==> src/sv/dctg_pkg.sv <==
// ----------------------------------------------------------------------------
// dctg_pkg
// Shared constants, register indexes and transfer types of the decaying
// chirp tone generator.
// ----------------------------------------------------------------------------
package dctg_pkg;

  // default sizes
  localparam int DEF_SINE_TABLE_DEPTH = 1024;
  localparam int DEF_PHASE_BITS       = 32;
  localparam int DEF_COUNT_BITS       = 24;

  // configuration port
  localparam int CFG_DATA_W = 33;
  localparam int CFG_IDX_W  = 3;

  localparam logic [CFG_IDX_W-1:0] REG_BASE_STEP   = 3'd0;
  localparam logic [CFG_IDX_W-1:0] REG_CHIRP_START = 3'd1;
  localparam logic [CFG_IDX_W-1:0] REG_CHIRP_DECAY = 3'd2;
  localparam logic [CFG_IDX_W-1:0] REG_ENV_START   = 3'd3;
  localparam logic [CFG_IDX_W-1:0] REG_ENV_DECAY   = 3'd4;
  localparam logic [CFG_IDX_W-1:0] REG_NOISE_SPAN  = 3'd5;
  localparam logic [CFG_IDX_W-1:0] REG_POINT_COUNT = 3'd6;

  // register values after reset
  localparam logic [31:0] RST_BASE_STEP   = 32'd1403337614;
  localparam logic [31:0] RST_CHIRP_START = 32'd0;
  localparam logic [32:0] RST_CHIRP_DECAY = 33'd4294583836;
  localparam logic [14:0] RST_ENV_START   = 15'd16384;
  localparam logic [32:0] RST_ENV_DECAY   = 33'd4294835145;
  localparam logic [15:0] RST_NOISE_SPAN  = 16'd0;
  localparam logic [23:0] RST_POINT_COUNT = 24'd100000;

  // arithmetic constants
  localparam logic [32:0] ONE_Q32     = 33'h1_0000_0000;
  localparam logic [63:0] HALF_PI_Q30 = 64'd1686629713;
  localparam logic [31:0] LFSR_MASK   = 32'h8020_0003;
  localparam logic [31:0] LFSR_SEED   = 32'h1234_5678;

  // per-sample values handed from the state loop to the sample pipeline
  typedef struct packed {
    logic        last;
    logic [47:0] envelope;
    logic [15:0] noise_u;
  } dctg_item_t;

  // finished sample
  typedef struct packed {
    logic        last;
    logic [15:0] sample;
  } dctg_res_t;

endpackage

==> src/sv/dctg_out.sv <==
// ----------------------------------------------------------------------------
// dctg_out
// Output register with a one-entry skid stage; the pipeline advances while
// the skid stage is empty.
// ----------------------------------------------------------------------------
module dctg_out import dctg_pkg::*; (
  input  logic        clk,
  input  logic        rst_n,
  input  logic        res_v,
  input  dctg_res_t   res,
  input  logic        out_ready,
  output logic        out_valid,
  output logic [15:0] out_sample,
  output logic        out_last,
  output logic        adv
);

  logic      out_valid_r, skid_v_r;
  dctg_res_t out_res_r, skid_res_r;
  logic      arrive, free;

  assign adv    = !skid_v_r;
  assign arrive = adv && res_v;
  assign free   = !out_valid_r || out_ready;

  // occupancy
  always_ff @(posedge clk) begin
    if (!rst_n) begin
      out_valid_r <= 1'b0;
      skid_v_r    <= 1'b0;
    end else if (free) begin
      out_valid_r <= skid_v_r || arrive;
      skid_v_r    <= 1'b0;
    end else if (arrive) begin
      skid_v_r <= 1'b1;
    end
  end

  // payload
  always_ff @(posedge clk) begin
    if (free) begin
      out_res_r <= skid_v_r ? skid_res_r : res;
    end
    if (!free && arrive) begin
      skid_res_r <= res;
    end
  end

  assign out_valid  = out_valid_r;
  assign out_sample = out_res_r.sample;
  assign out_last   = out_res_r.last;

`ifndef ASSERT_OFF
  // the skid stage only holds data behind a full output register
  a_skid_behind: assert property (@(posedge clk) disable iff (!rst_n)
    skid_v_r |-> out_valid_r)
    else $error("skid stage full while output register empty");

  // the skid stage fills only when the output stalls
  a_skid_fill: assert property (@(posedge clk) disable iff (!rst_n)
    $rose(skid_v_r) |-> $past(out_valid_r && !out_ready))
    else $error("skid stage filled without a stall");
`endif

endmodule

==> config.mk <==
export PLATFORM = sky130hd
export DESIGN_NAME = dctg_out
export DESIGN_NICKNAME = d
export VERILOG_FILES = /design/src/sv/dctg_pkg.sv /design/src/sv/dctg_out.sv
export SDC_FILE = /design/constraint.sdc
export NUM_CORES = 1
export LEC_CHECK = 0
export ABC_CLOCK_PERIOD_IN_PS = 7500
export BUFFER_PORTS_ARGS = -buffer_cell sky130_fd_sc_hd__buf_2
export CAP_MARGIN = 0
export CORE_UTILIZATION = 50
export CTS_BUF_LIST = sky130_fd_sc_hd__clkbuf_2 sky130_fd_sc_hd__clkbuf_4 sky130_fd_sc_hd__clkbuf_8
export CTS_CLUSTER_DIAMETER = 80
export DETAILED_ROUTE_END_ITERATION = 16
export HOLD_SLACK_MARGIN = 0.12
export PLACE_DENSITY = 0.84
export SYNTH_ARGS = -nofsm -noshare
export SYNTH_HDL_FRONTEND = slang
export SYNTH_SLANG_ARGS = --single-unit
==> constraint.sdc <==
create_clock -name clk -period 7.5 [get_ports clk]
set_clock_uncertainty 0.1 [all_clocks]
set_input_delay 0.375 -clock clk [delete_from_list [all_inputs] [get_ports clk]]
set_output_delay 0.375 -clock clk [all_outputs]
set_load 0.01 [all_outputs]
==> run summary, run 1 <==
Layout cell share with drive strength beyond 1: 55.4%
Top cells by area, synth: edfxtp_1, mux2_4, dfxtp_1, buf_6, nor3b_2
Setup TNS: 0 ps
Final WL: 2.43 mm
Reg area: 1060 sq um
Leakage power: 0.727 nW
Max Freq: 443 MHz
# fillers: 171
FP Rows: 18
Xor and xnor area share after synthesis: 0%
Total GRT Usage: 18.9%
Worst path depth: 2
Initial antenna violation count: 0
Delay-heaviest family, CP: flip-flops
CTS tree: yes
Max-slew headroom: 21.9%
Root buffer cell: clkbuf_4
Final setup viols: 0
Synthesis-to-layout area growth: 30.3%
Hold-fix buffers, CTS: 13
I/O pin cnt: 40
Worst hold stages: 1
Initial Utilization: 54.3%
Syn_area_per_cell: 22.7 sq um
RSZ-0062 raised after global routing: false
Count of final hold-check violations: 0
Crit path buffers/inverters: 2
Mean number of vias per cell: 5.01
TritonRoute pass-1 iters: 2
H-tree depth: 2
CP max-delay cell: dfxtp_1
Final max-slew violation count: 0
Peak VDD IR: 0.159 mV
Routed WL per cell: 16.1 um
Mapped cell area: 1380 sq um
Outcome: finished clean
Core footprint: 2540 sq um
Placed Cells: 129
Global route overflow: 0
Post-Synth Adder-Cell Area: 0%
Multi-input logic area: 300 sq um
Die Span X: 54.6 um
Least-Margin Pin Slew: 1170 ps
Clock transition at path regs: 100 ps
# diodes: 0
Final ANT Viol Nets: 0
Max Cap Viol: 0
Max FO, Critical Path: 20
Initial DRC Count: 2
Worst r2r path cells: 3
CP endpoint kind: output pin
Crit-path cells: inv_1 -> buf_2
Ys Warns: 0
Largest family of logic cells by synthesized area: multiplexers
Period minus WS final: 2260 ps
Setup Buffers After CTS: 0
Total CTS buffers: 5
Placed Area: 1610 sq um
Multiplexer area fraction after synthesis: 18.5%
Hold WC Path Type: input port to flip-flop
Yosys top cell by area: edfxtp_1
IO buf count: 39
Number of global-route vias before repair: 703
Cells after Synth: 61
Mapped Nets: 82
Setup Crit Path Kind: flip-flop to output pin
Max clock buf depth: 2
Final Non-Filler Cells: 151
CP Launch Type: flip-flop
Via count: 756
Worst skew pair latency: 340 ps
Die area: 2980 sq um
First-pass GRT wire length: 3.42 mm
Critical Path AT: 1780 ps
Largest net degree at the start of global routing: 21
Final Cycle Share: 30.1%
Simple logic cell fraction of the synthesized area: 2.35%
Compound-Gate Fraction of Synth Area: 0.543%
PD cells: 209 nW/um^2
Hold WS: 134 ps
Synthesized flop and latch total: 36
Die height: 54.6 um
PostCTS Resize Cnt: 0
Synth top area share: 73.8%
Slowest stage delay, CP: 1110 ps
Nets: 141
Synth unique cells: 10
RD Place Congestion: 0.662
Drc violations: 0
Sequential-to-total area share from yosys stat: 76.7%
Reg2reg setup slack: 5320 ps
Core Util, Final: 70.8%
CTS sink cnt: 36
Worst path required time: 7030 ps
Final instance area: 1800 sq um
-- cell type report --
| class | instances | area share [%] |
|---|---|---|
| repair buffers | 54 | 19.0 |
| multi-input cells | 22 | 16.7 |
| clock buffers | 7 | 2.92 |
| flip-flops and latches | 36 | 58.9 |
| inverters | 1 | 0.208 |
| well taps | 30 | 2.08 |
| clock inverters | 1 | 0.208 |
-- cells in the mapped netlist, drive strengths merged --
cell type	number
nand2b	1
buf	2
inv	1
dfxtp	2
edfxtp	34
mux2	17
a21boi	1
nor3b	2
nor2	1
-- layout by cell type, fill, tap and decap left out --
cell,Yosys,layout
a21boi_1,1,1
buf_2,0,39
buf_4,0,1
clkbuf_4,0,7
clkinv_1,0,1
dfxtp_1,2,2
dlygate4sd3_1,0,14
edfxtp_1,34,34
inv_1,1,1
mux2_4,17,17
nand2b_1,1,1
nor2_2,1,1
nor3b_2,1,2
-- final timing paths --
| check | startpoint | to |
|---|---|---|
| worst min-delay path | res[1] | skid_res_r[1] |
| worst max-delay path | skid_v_r | adv |
| worst max register to register | out_valid | skid_res_r[5] |
| worst min register to register | skid_res_r[15] | out_sample[15] |
-- metal layers --
layer	global-route usage (%)	vias to the layer above	share of wire, %
met5	0	-	0
met4	10.3	0	2.3
met3	8.33	6	4.7
met2	31.5	20	56
met1	19.6	375	37
li1	-	355	-
-- state kept, by name (all words and copies together), names as in the netlist --
| name | flops |
|---|---|
| out_valid | 1 |
| out_sample | 16 |
| skid_v_r | 1 |
| skid_res_r | 17 |
| out_last | 1 |
-- report_power, final --
group | switching, W | internal (W) | leakage, nW | total (W)
combinational | 0.0000159 | 0.0000221 | 0.346 | 0.0000380
clock | 0.0000612 | 0.0000433 | 0.0338 | 0.000104
sequential | 0.00000322 | 0.000231 | 0.347 | 0.000234
total | 0.0000803 | 0.000296 | 0.727 | 0.000377
-- logic make-up (layout without fill, tap and decap cells) --
kind of cell,Yosys count,in the layout
DFF,36,36
muxes,17,17
and+or+nand+nor,4,4
buffers and inverters,3,63
AOI/OAI and AO/OA,1,1
-- stage by stage --
stage          total power [W]  setup slack, ps
2_1_floorplan         0.000255             4700
6_report              0.000377             5240
5_1_grt               0.000390             5140
3_3_place_gp          0.000270             5180
4_1_cts               0.000379             5300
3_5_place_dp          0.000271             5080
No activity file was read; power rests on OpenSTA's default activity.
==> inputs of run 2 (changes only) <==
--- a/config.mk
+++ b/config.mk
@@ -5,7 +5,7 @@
 export SDC_FILE = /design/constraint.sdc
 export NUM_CORES = 1
 export LEC_CHECK = 0
-export ABC_CLOCK_PERIOD_IN_PS = 7500
+export ABC_CLOCK_PERIOD_IN_PS = 2290
 export BUFFER_PORTS_ARGS = -buffer_cell sky130_fd_sc_hd__buf_2
 export CAP_MARGIN = 0
 export CORE_UTILIZATION = 50
==> constraint.sdc (replaced) <==
create_clock -name clk -period 2.29 [get_ports clk]
set_clock_uncertainty 0.1 [all_clocks]
set_input_delay 0.1145 -clock clk [delete_from_list [all_inputs] [get_ports clk]]
set_output_delay 0.1145 -clock clk [all_outputs]
set_load 0.01 [all_outputs]
==> run 2 against run 1 <==
  * Core utilization rose by 3.5 points
  * Power rose to 3.3 times the previous value
  * Non-clock buffer count rose by 10
  * Sequential power rose to 3.3 times the previous value
  * Clock power rose to 3.2 times the previous value
  * First-iteration DRC count rose to 4.5 times the previous value
  * Die area did not move
==> run summary, run 2 (synthesized netlist as in run 1, its figures left out) <==
Post-DP HPWL: 1.52 mm
Logic pwr share: 11.2% (+1.1 points)
Final ANT Viol Nets: 0 (unchanged)
Critical Path AT: 1960 ps (+180 ps)
Final max-slew violation count: 0 (unchanged)
CP Launch Type: flip-flop
Layout cell share with drive strength beyond 1: 54.2% (-1.2 points)
Drc violations: 0 (unchanged)
CTS tree: yes
Peak VDD IR: 0.616 mV (+290%)
Sequential share of power: 61.9% (-0.3 points)
Mean number of vias per cell: 4.88 (-2.6%)
Most Crowded Layer GR: met2
Final Cycle Share: 77.4%
# fillers: 165 (-3.5%)
Die height: 54.6 um (unchanged)
Worst hold stages: 4 (+3)
Final Non-Filler Cells: 161 (+6.6%)
Die Span X: 54.6 um (unchanged)
Initial Utilization: 54.3% (unchanged)
Initial DRC Count: 9 (+7)
Placed Cells: 133 (+3.1%)
# diodes: 0 (unchanged)
First-pass GRT wire length: 3.93 mm (+15%)
Final WL: 2.56 mm (+5.3%)
GR Util met2: 34.9% (+3.4 points)
Count of final hold-check violations: 0 (unchanged)
I/O pin cnt: 40 (unchanged)
Global route overflow: 0 (unchanged)
Hold WS: 287 ps (+152 ps)
Largest register FFs: 17 (unchanged)
Hold WC Path Type: input port to flip-flop
H-tree depth: 2 (unchanged)
Die area: 2980 sq um (unchanged)
Worst skew pair latency: 340 ps (about the same)
Final setup viols: 0 (unchanged)
Outcome: finished clean
P_sw: 0.000256 W (+220%)
Nets: 151 (+7.1%)
Max FO, Critical Path: 8 (-60%)
Pint: 0.000979 W (+230%)
Root buffer cell: clkbuf_4
TritonRoute pass-1 iters: 3 (+1)
Total GRT Usage: 21.5% (+2.7 points)
Worst path required time: 2480 ps (-4550 ps)
Via count: 785 (+3.8%)
Number of global-route vias before repair: 801 (+14%)
GR met1 Demand/Resource: 22.6% (+3.0 points)
CP endpoint kind: flip-flop
Most flops, register: skid_res_r
Worst r2r path cells: 4 (+1)
M3 GR Usage: 10.3% (+1.9 points)
Least-Margin Pin Slew: 443 ps (-727 ps)
Setup Crit Path Kind: flip-flop to flip-flop
Max Cap Viol: 0 (unchanged)
Max clock buf depth: 2 (unchanged)
Period minus WS final: 1770 ps
Synthesis-to-layout area growth: 36.8%
Core footprint: 2540 sq um (unchanged)
Leakage power: 0.774 nW (+6.4%)
Commonest cells after routing, fill and taps aside: buf_2, edfxtp_1, dlygate4sd3_1, mux2_4, clkbuf_4
RD Place Congestion: 0.669 (+1.2%)
Net Sw Frac: 20.7% (-0.61 points)
Max-slew headroom: 70.4% (+49 points)
Max Freq: 564 MHz
Largest net degree at the start of global routing: 20 (-4.8%)
Setup Buffers After CTS: 0 (unchanged)
Routed WL per cell: 15.9 um (-1.2%)
Clock transition at path regs: 100 ps (about the same)
Initial antenna violation count: 0 (unchanged)
CTS sink cnt: 36 (unchanged)
Most common cell after layout, fill and taps aside: buf_2
FP Rows: 18 (unchanged)
RSZ-0062 raised after global routing: false
PD cells: 653 nW/um^2 (+210%)
PostCTS Resize Cnt: 0 (unchanged)
IO buf count: 39 (unchanged)
Total CTS buffers: 5 (unchanged)
Setup TNS: 0 ps (unchanged)
Clock power frac: 26.9% (-0.9 points)
run 2: path summary, 6_finish.rpt:
path	startpoint	to	slack, ps
worst max-delay path	skid_v_r	out_valid	520
worst min-delay path	out_ready	skid_v_r	290
worst max register to register	skid_v_r	out_valid	520
worst min register to register	skid_res_r[15]	out_sample[15]	460
run 2: power by group through the flow:
| stage | Combinational, W | Clock (W) | Sequential [W] |
|---|---|---|---|
| after floorplan | 0.0000430 | 0 | 0.000793 |
| after global placement | 0.000106 | 0 | 0.000778 |
| after detailed placement | 0.000110 | 0 | 0.000780 |
| after CTS | 0.000137 | 0.000341 | 0.000764 |
| after global routing | 0.000149 | 0.000375 | 0.000768 |
| final | 0.000138 | 0.000332 | 0.000764 |
run 2: layout make-up:
class / count / area, sq um / share of cell area [%]
flip-flops and latches: 36 / 1060 / 56.1
repair buffers: 64 / 433 / 22.9
multi-input cells: 22 / 300 / 15.9
clock buffers: 7 / 52.6 / 2.78
well taps: 30 / 37.5 / 1.98
clock inverters: 1 / 3.75 / 0.198
inverters: 1 / 3.75 / 0.198
run 2: per-stage QoR:
stage	util (%)	total power [W]	instance area [sq um]	setup slack [ps]
detailed placement	64.3	0.000890	1640	773
finish	74.3	0.00123	1890	518
floorplan	-	0.000836	1390	148
CTS	74.3	0.00124	1890	518
global placement	64.3	0.000884	1640	825
global route	74.3	0.00129	1890	469
run 2: critical path, cell delays in order, from the launching register on:
cell           delay [ps]
dfxtp_1               610
buf_4                 270
nor2_2                 70
a21boi_1              130
dlygate4sd3_1         550
run 2: repair_timing:
| action | in CTS | in global routing |
|---|---|---|
| hold buffers | 20 | 0 |
| endpoints found under the setup margin | 0 | 0 |
| hold endpoints to repair | 36 | 0 |
run 2: per-layer routing:
metal,routed length (um),share of wire (%)
met2,1410,55
met5,0,0
met1,948,37
met4,74,2.9
met3,128,5.0
==> inputs of run 3 (changes only) <==
--- a/config.mk
+++ b/config.mk
@@ -5,7 +5,7 @@
 export SDC_FILE = /design/constraint.sdc
 export NUM_CORES = 1
 export LEC_CHECK = 0
-export ABC_CLOCK_PERIOD_IN_PS = 2290
+export ABC_CLOCK_PERIOD_IN_PS = 1800
 export BUFFER_PORTS_ARGS = -buffer_cell sky130_fd_sc_hd__buf_2
 export CAP_MARGIN = 0
 export CORE_UTILIZATION = 50
==> constraint.sdc (replaced) <==
create_clock -name clk -period 1.8 [get_ports clk]
set_clock_uncertainty 0.1 [all_clocks]
set_input_delay 0.09 -clock clk [delete_from_list [all_inputs] [get_ports clk]]
set_output_delay 0.09 -clock clk [all_outputs]
set_load 0.01 [all_outputs]
==> run 3 against run 2 <==
  * Largest cell class unchanged
  * Count of clock-buffer cells in the layout is the same
  * Cell count is the same
  * Setup slack lost 260 ps
  * Register-to-register slack lost 260 ps
  * Via count grew 1.0%
  * Sequential cell count is the same
  * Highest routed layer unchanged
  * Sequential power grew 27%
  * Critical path depth is the same
  * Wire length shrank 7.5%
==> run summary, run 3 (synthesized netlist as in run 1, its figures left out) <==
CTS sink cnt: 36 (unchanged)
Total CTS buffers: 5 (unchanged)
Global route overflow: 0 (unchanged)
Initial Utilization: 54.3% (unchanged)
FP Rows: 18 (unchanged)
Routed WL per cell: 14.7 um (-7.5%)
Final setup viols: 0 (unchanged)
CP Launch Type: flip-flop
Crit-path cells: nand2b_2 -> buf_4 -> nor3b_2 -> dlygate4sd3_1
Critical Path AT: 1720 ps (-240 ps)
CP endpoint kind: flip-flop
Setup Buffers After CTS: 0 (unchanged)
H-tree depth: 2 (unchanged)
Max Cap Viol: 0 (unchanged)
# diodes: 0 (unchanged)
RSZ-0062 raised after global routing: false
Max FO, Critical Path: 19 (+11)
Layout cell share with drive strength beyond 1: 55.0% (+0.76 points)
Most flops, register: skid_res_r
Delay-heaviest family, CP: buffers and inverters
Die Span X: 54.6 um (unchanged)
I/O pin cnt: 40 (unchanged)
PostCTS Resize Cnt: 0 (unchanged)
Final max-slew violation count: 0 (unchanged)
Design Power: 0.00157 W (+27%)
Setup Crit Path Kind: flip-flop to flip-flop
Commonest cells after routing, fill and taps aside: buf_2, edfxtp_1, dlygate4sd3_1, mux2_4, clkbuf_4
Max-slew headroom: 83.6% (+13 points)
Clock transition at path regs: 100 ps (about the same)
Max Freq: 649 MHz (+15%)
Most common cell after layout, fill and taps aside: buf_2
Least-Margin Pin Slew: 246 ps (-196 ps)
CTS tree: yes
Mean number of vias per cell: 4.93 (+1.0%)
Number of global-route vias before repair: 829 (+3.5%)
Max clock buf depth: 2 (unchanged)
Largest net degree at the start of global routing: 20 (unchanged)
GR Util met2: 30.3% (-4.6 points)
Worst path required time: 1980 ps (-500 ps)
IO buf count: 39 (unchanged)
Reg area: 1060 sq um (unchanged)
Peak VDD IR: 0.660 mV (+7.2%)
Root buffer cell: clkbuf_4
Via count: 793 (+1.0%)
Synthesis-to-layout area growth: 37.5%
Initial DRC Count: 22 (+13)
Reg2reg setup slack: 260 ps (-260 ps)
Final ANT Viol Nets: 0 (unchanged)
PD cells: 826 nW/um^2 (+27%)
RD Place Congestion: 0.687 (+2.7%)
Die area: 2980 sq um (unchanged)
Most Crowded Layer GR: met2
Crit path buffers/inverters: 2 (unchanged)
M3 GR Usage: 9.44% (-0.83 points)
Count of final hold-check violations: 0 (unchanged)
GR met1 Demand/Resource: 21.7% (-0.88 points)
Core footprint: 2540 sq um (unchanged)
Leakage power: 0.776 nW (+0.33%)
Total GRT Usage: 19.8% (-1.8 points)
Final Cycle Share: 85.6% (+8.3 points)
Worst skew pair latency: 330 ps (about the same)
Largest register FFs: 17 (unchanged)
Outcome: finished clean
First-pass GRT wire length: 3.73 mm (-5.3%)
Die height: 54.6 um (unchanged)
Hold WC Path Type: input port to flip-flop
Period minus WS final: 1540 ps (-231 ps)
Drc violations: 0 (unchanged)
Multi-input logic area: 309 sq um (+2.9%)
Slowest stage delay, CP: 550 ps (-60 ps)
Initial antenna violation count: 0 (unchanged)
Nets: 151 (unchanged)
Final WL: 2.37 mm (-7.5%)
CP max-delay cell: dlygate4sd3_1
# fillers: 142 (-14%)
TritonRoute pass-1 iters: 3 (unchanged)
Setup TNS: 0 ps (unchanged)
[run 3: cell counts in the layout (fill, tap and decap cells not counted)]
No cell type changed its count.
[run 3: what timing repair did]
item,in CTS,in global routing
endpoints found under the setup margin,0,0
hold buffers,20,0
endpoints found under the hold margin,36,0
[run 3: power breakdown]
part	total (W)	leakage [nW]	switching [W]	internal, W
Combinational	0.000175	0.396	0.0000718	0.000104
Clock	0.000424	0.0338	0.000244	0.000180
Sequential	0.000971	0.347	0.0000100	0.000961
[run 3: final cells by class]
class / count / share of cell area (%)
clock buffers: 7 / 2.76
inverters: 1 / 0.197
repair buffers: 64 / 22.8
multi-input cells: 22 / 16.3
well taps: 30 / 1.97
clock inverters: 1 / 0.197
flip-flops and latches: 36 / 55.8
[run 3: metal layers]
metal	up-vias	share of wire, %
met4	0	2.5
met1	388	37
met3	7	4.4
li1	376	-
met5	-	0
met2	22	56
[run 3: through the flow]
step / instances / setup WS [ps] / utilization (%) / cell area [sq um] / hold WS, ps
after floorplan: 61 / 74.7 / - / 1400 / 88.9
after global placement: 133 / 529 / 64.6 / 1640 / 186
after detailed placement: 133 / 492 / 64.6 / 1640 / 189
after CTS: 161 / 260 / 74.7 / 1900 / 237
after global routing: 161 / 159 / 74.7 / 1900 / 249
final: 161 / 258 / 74.7 / 1900 / 247
[run 3: final timing paths]
check | startpoint | endpoint | cells after the start
worst max-delay path | out_valid | skid_v_r | 4
worst min-delay path | out_ready | skid_res_r[3] | 4
worst max register to register | out_valid | skid_v_r | 4
worst min register to register | skid_res_r[14] | out_sample[14] | 1
[run 3: worst min-delay path: cells and delay by family]
family	cells	cell delay, ps
buf+inv	2	230
simple gates	2	190
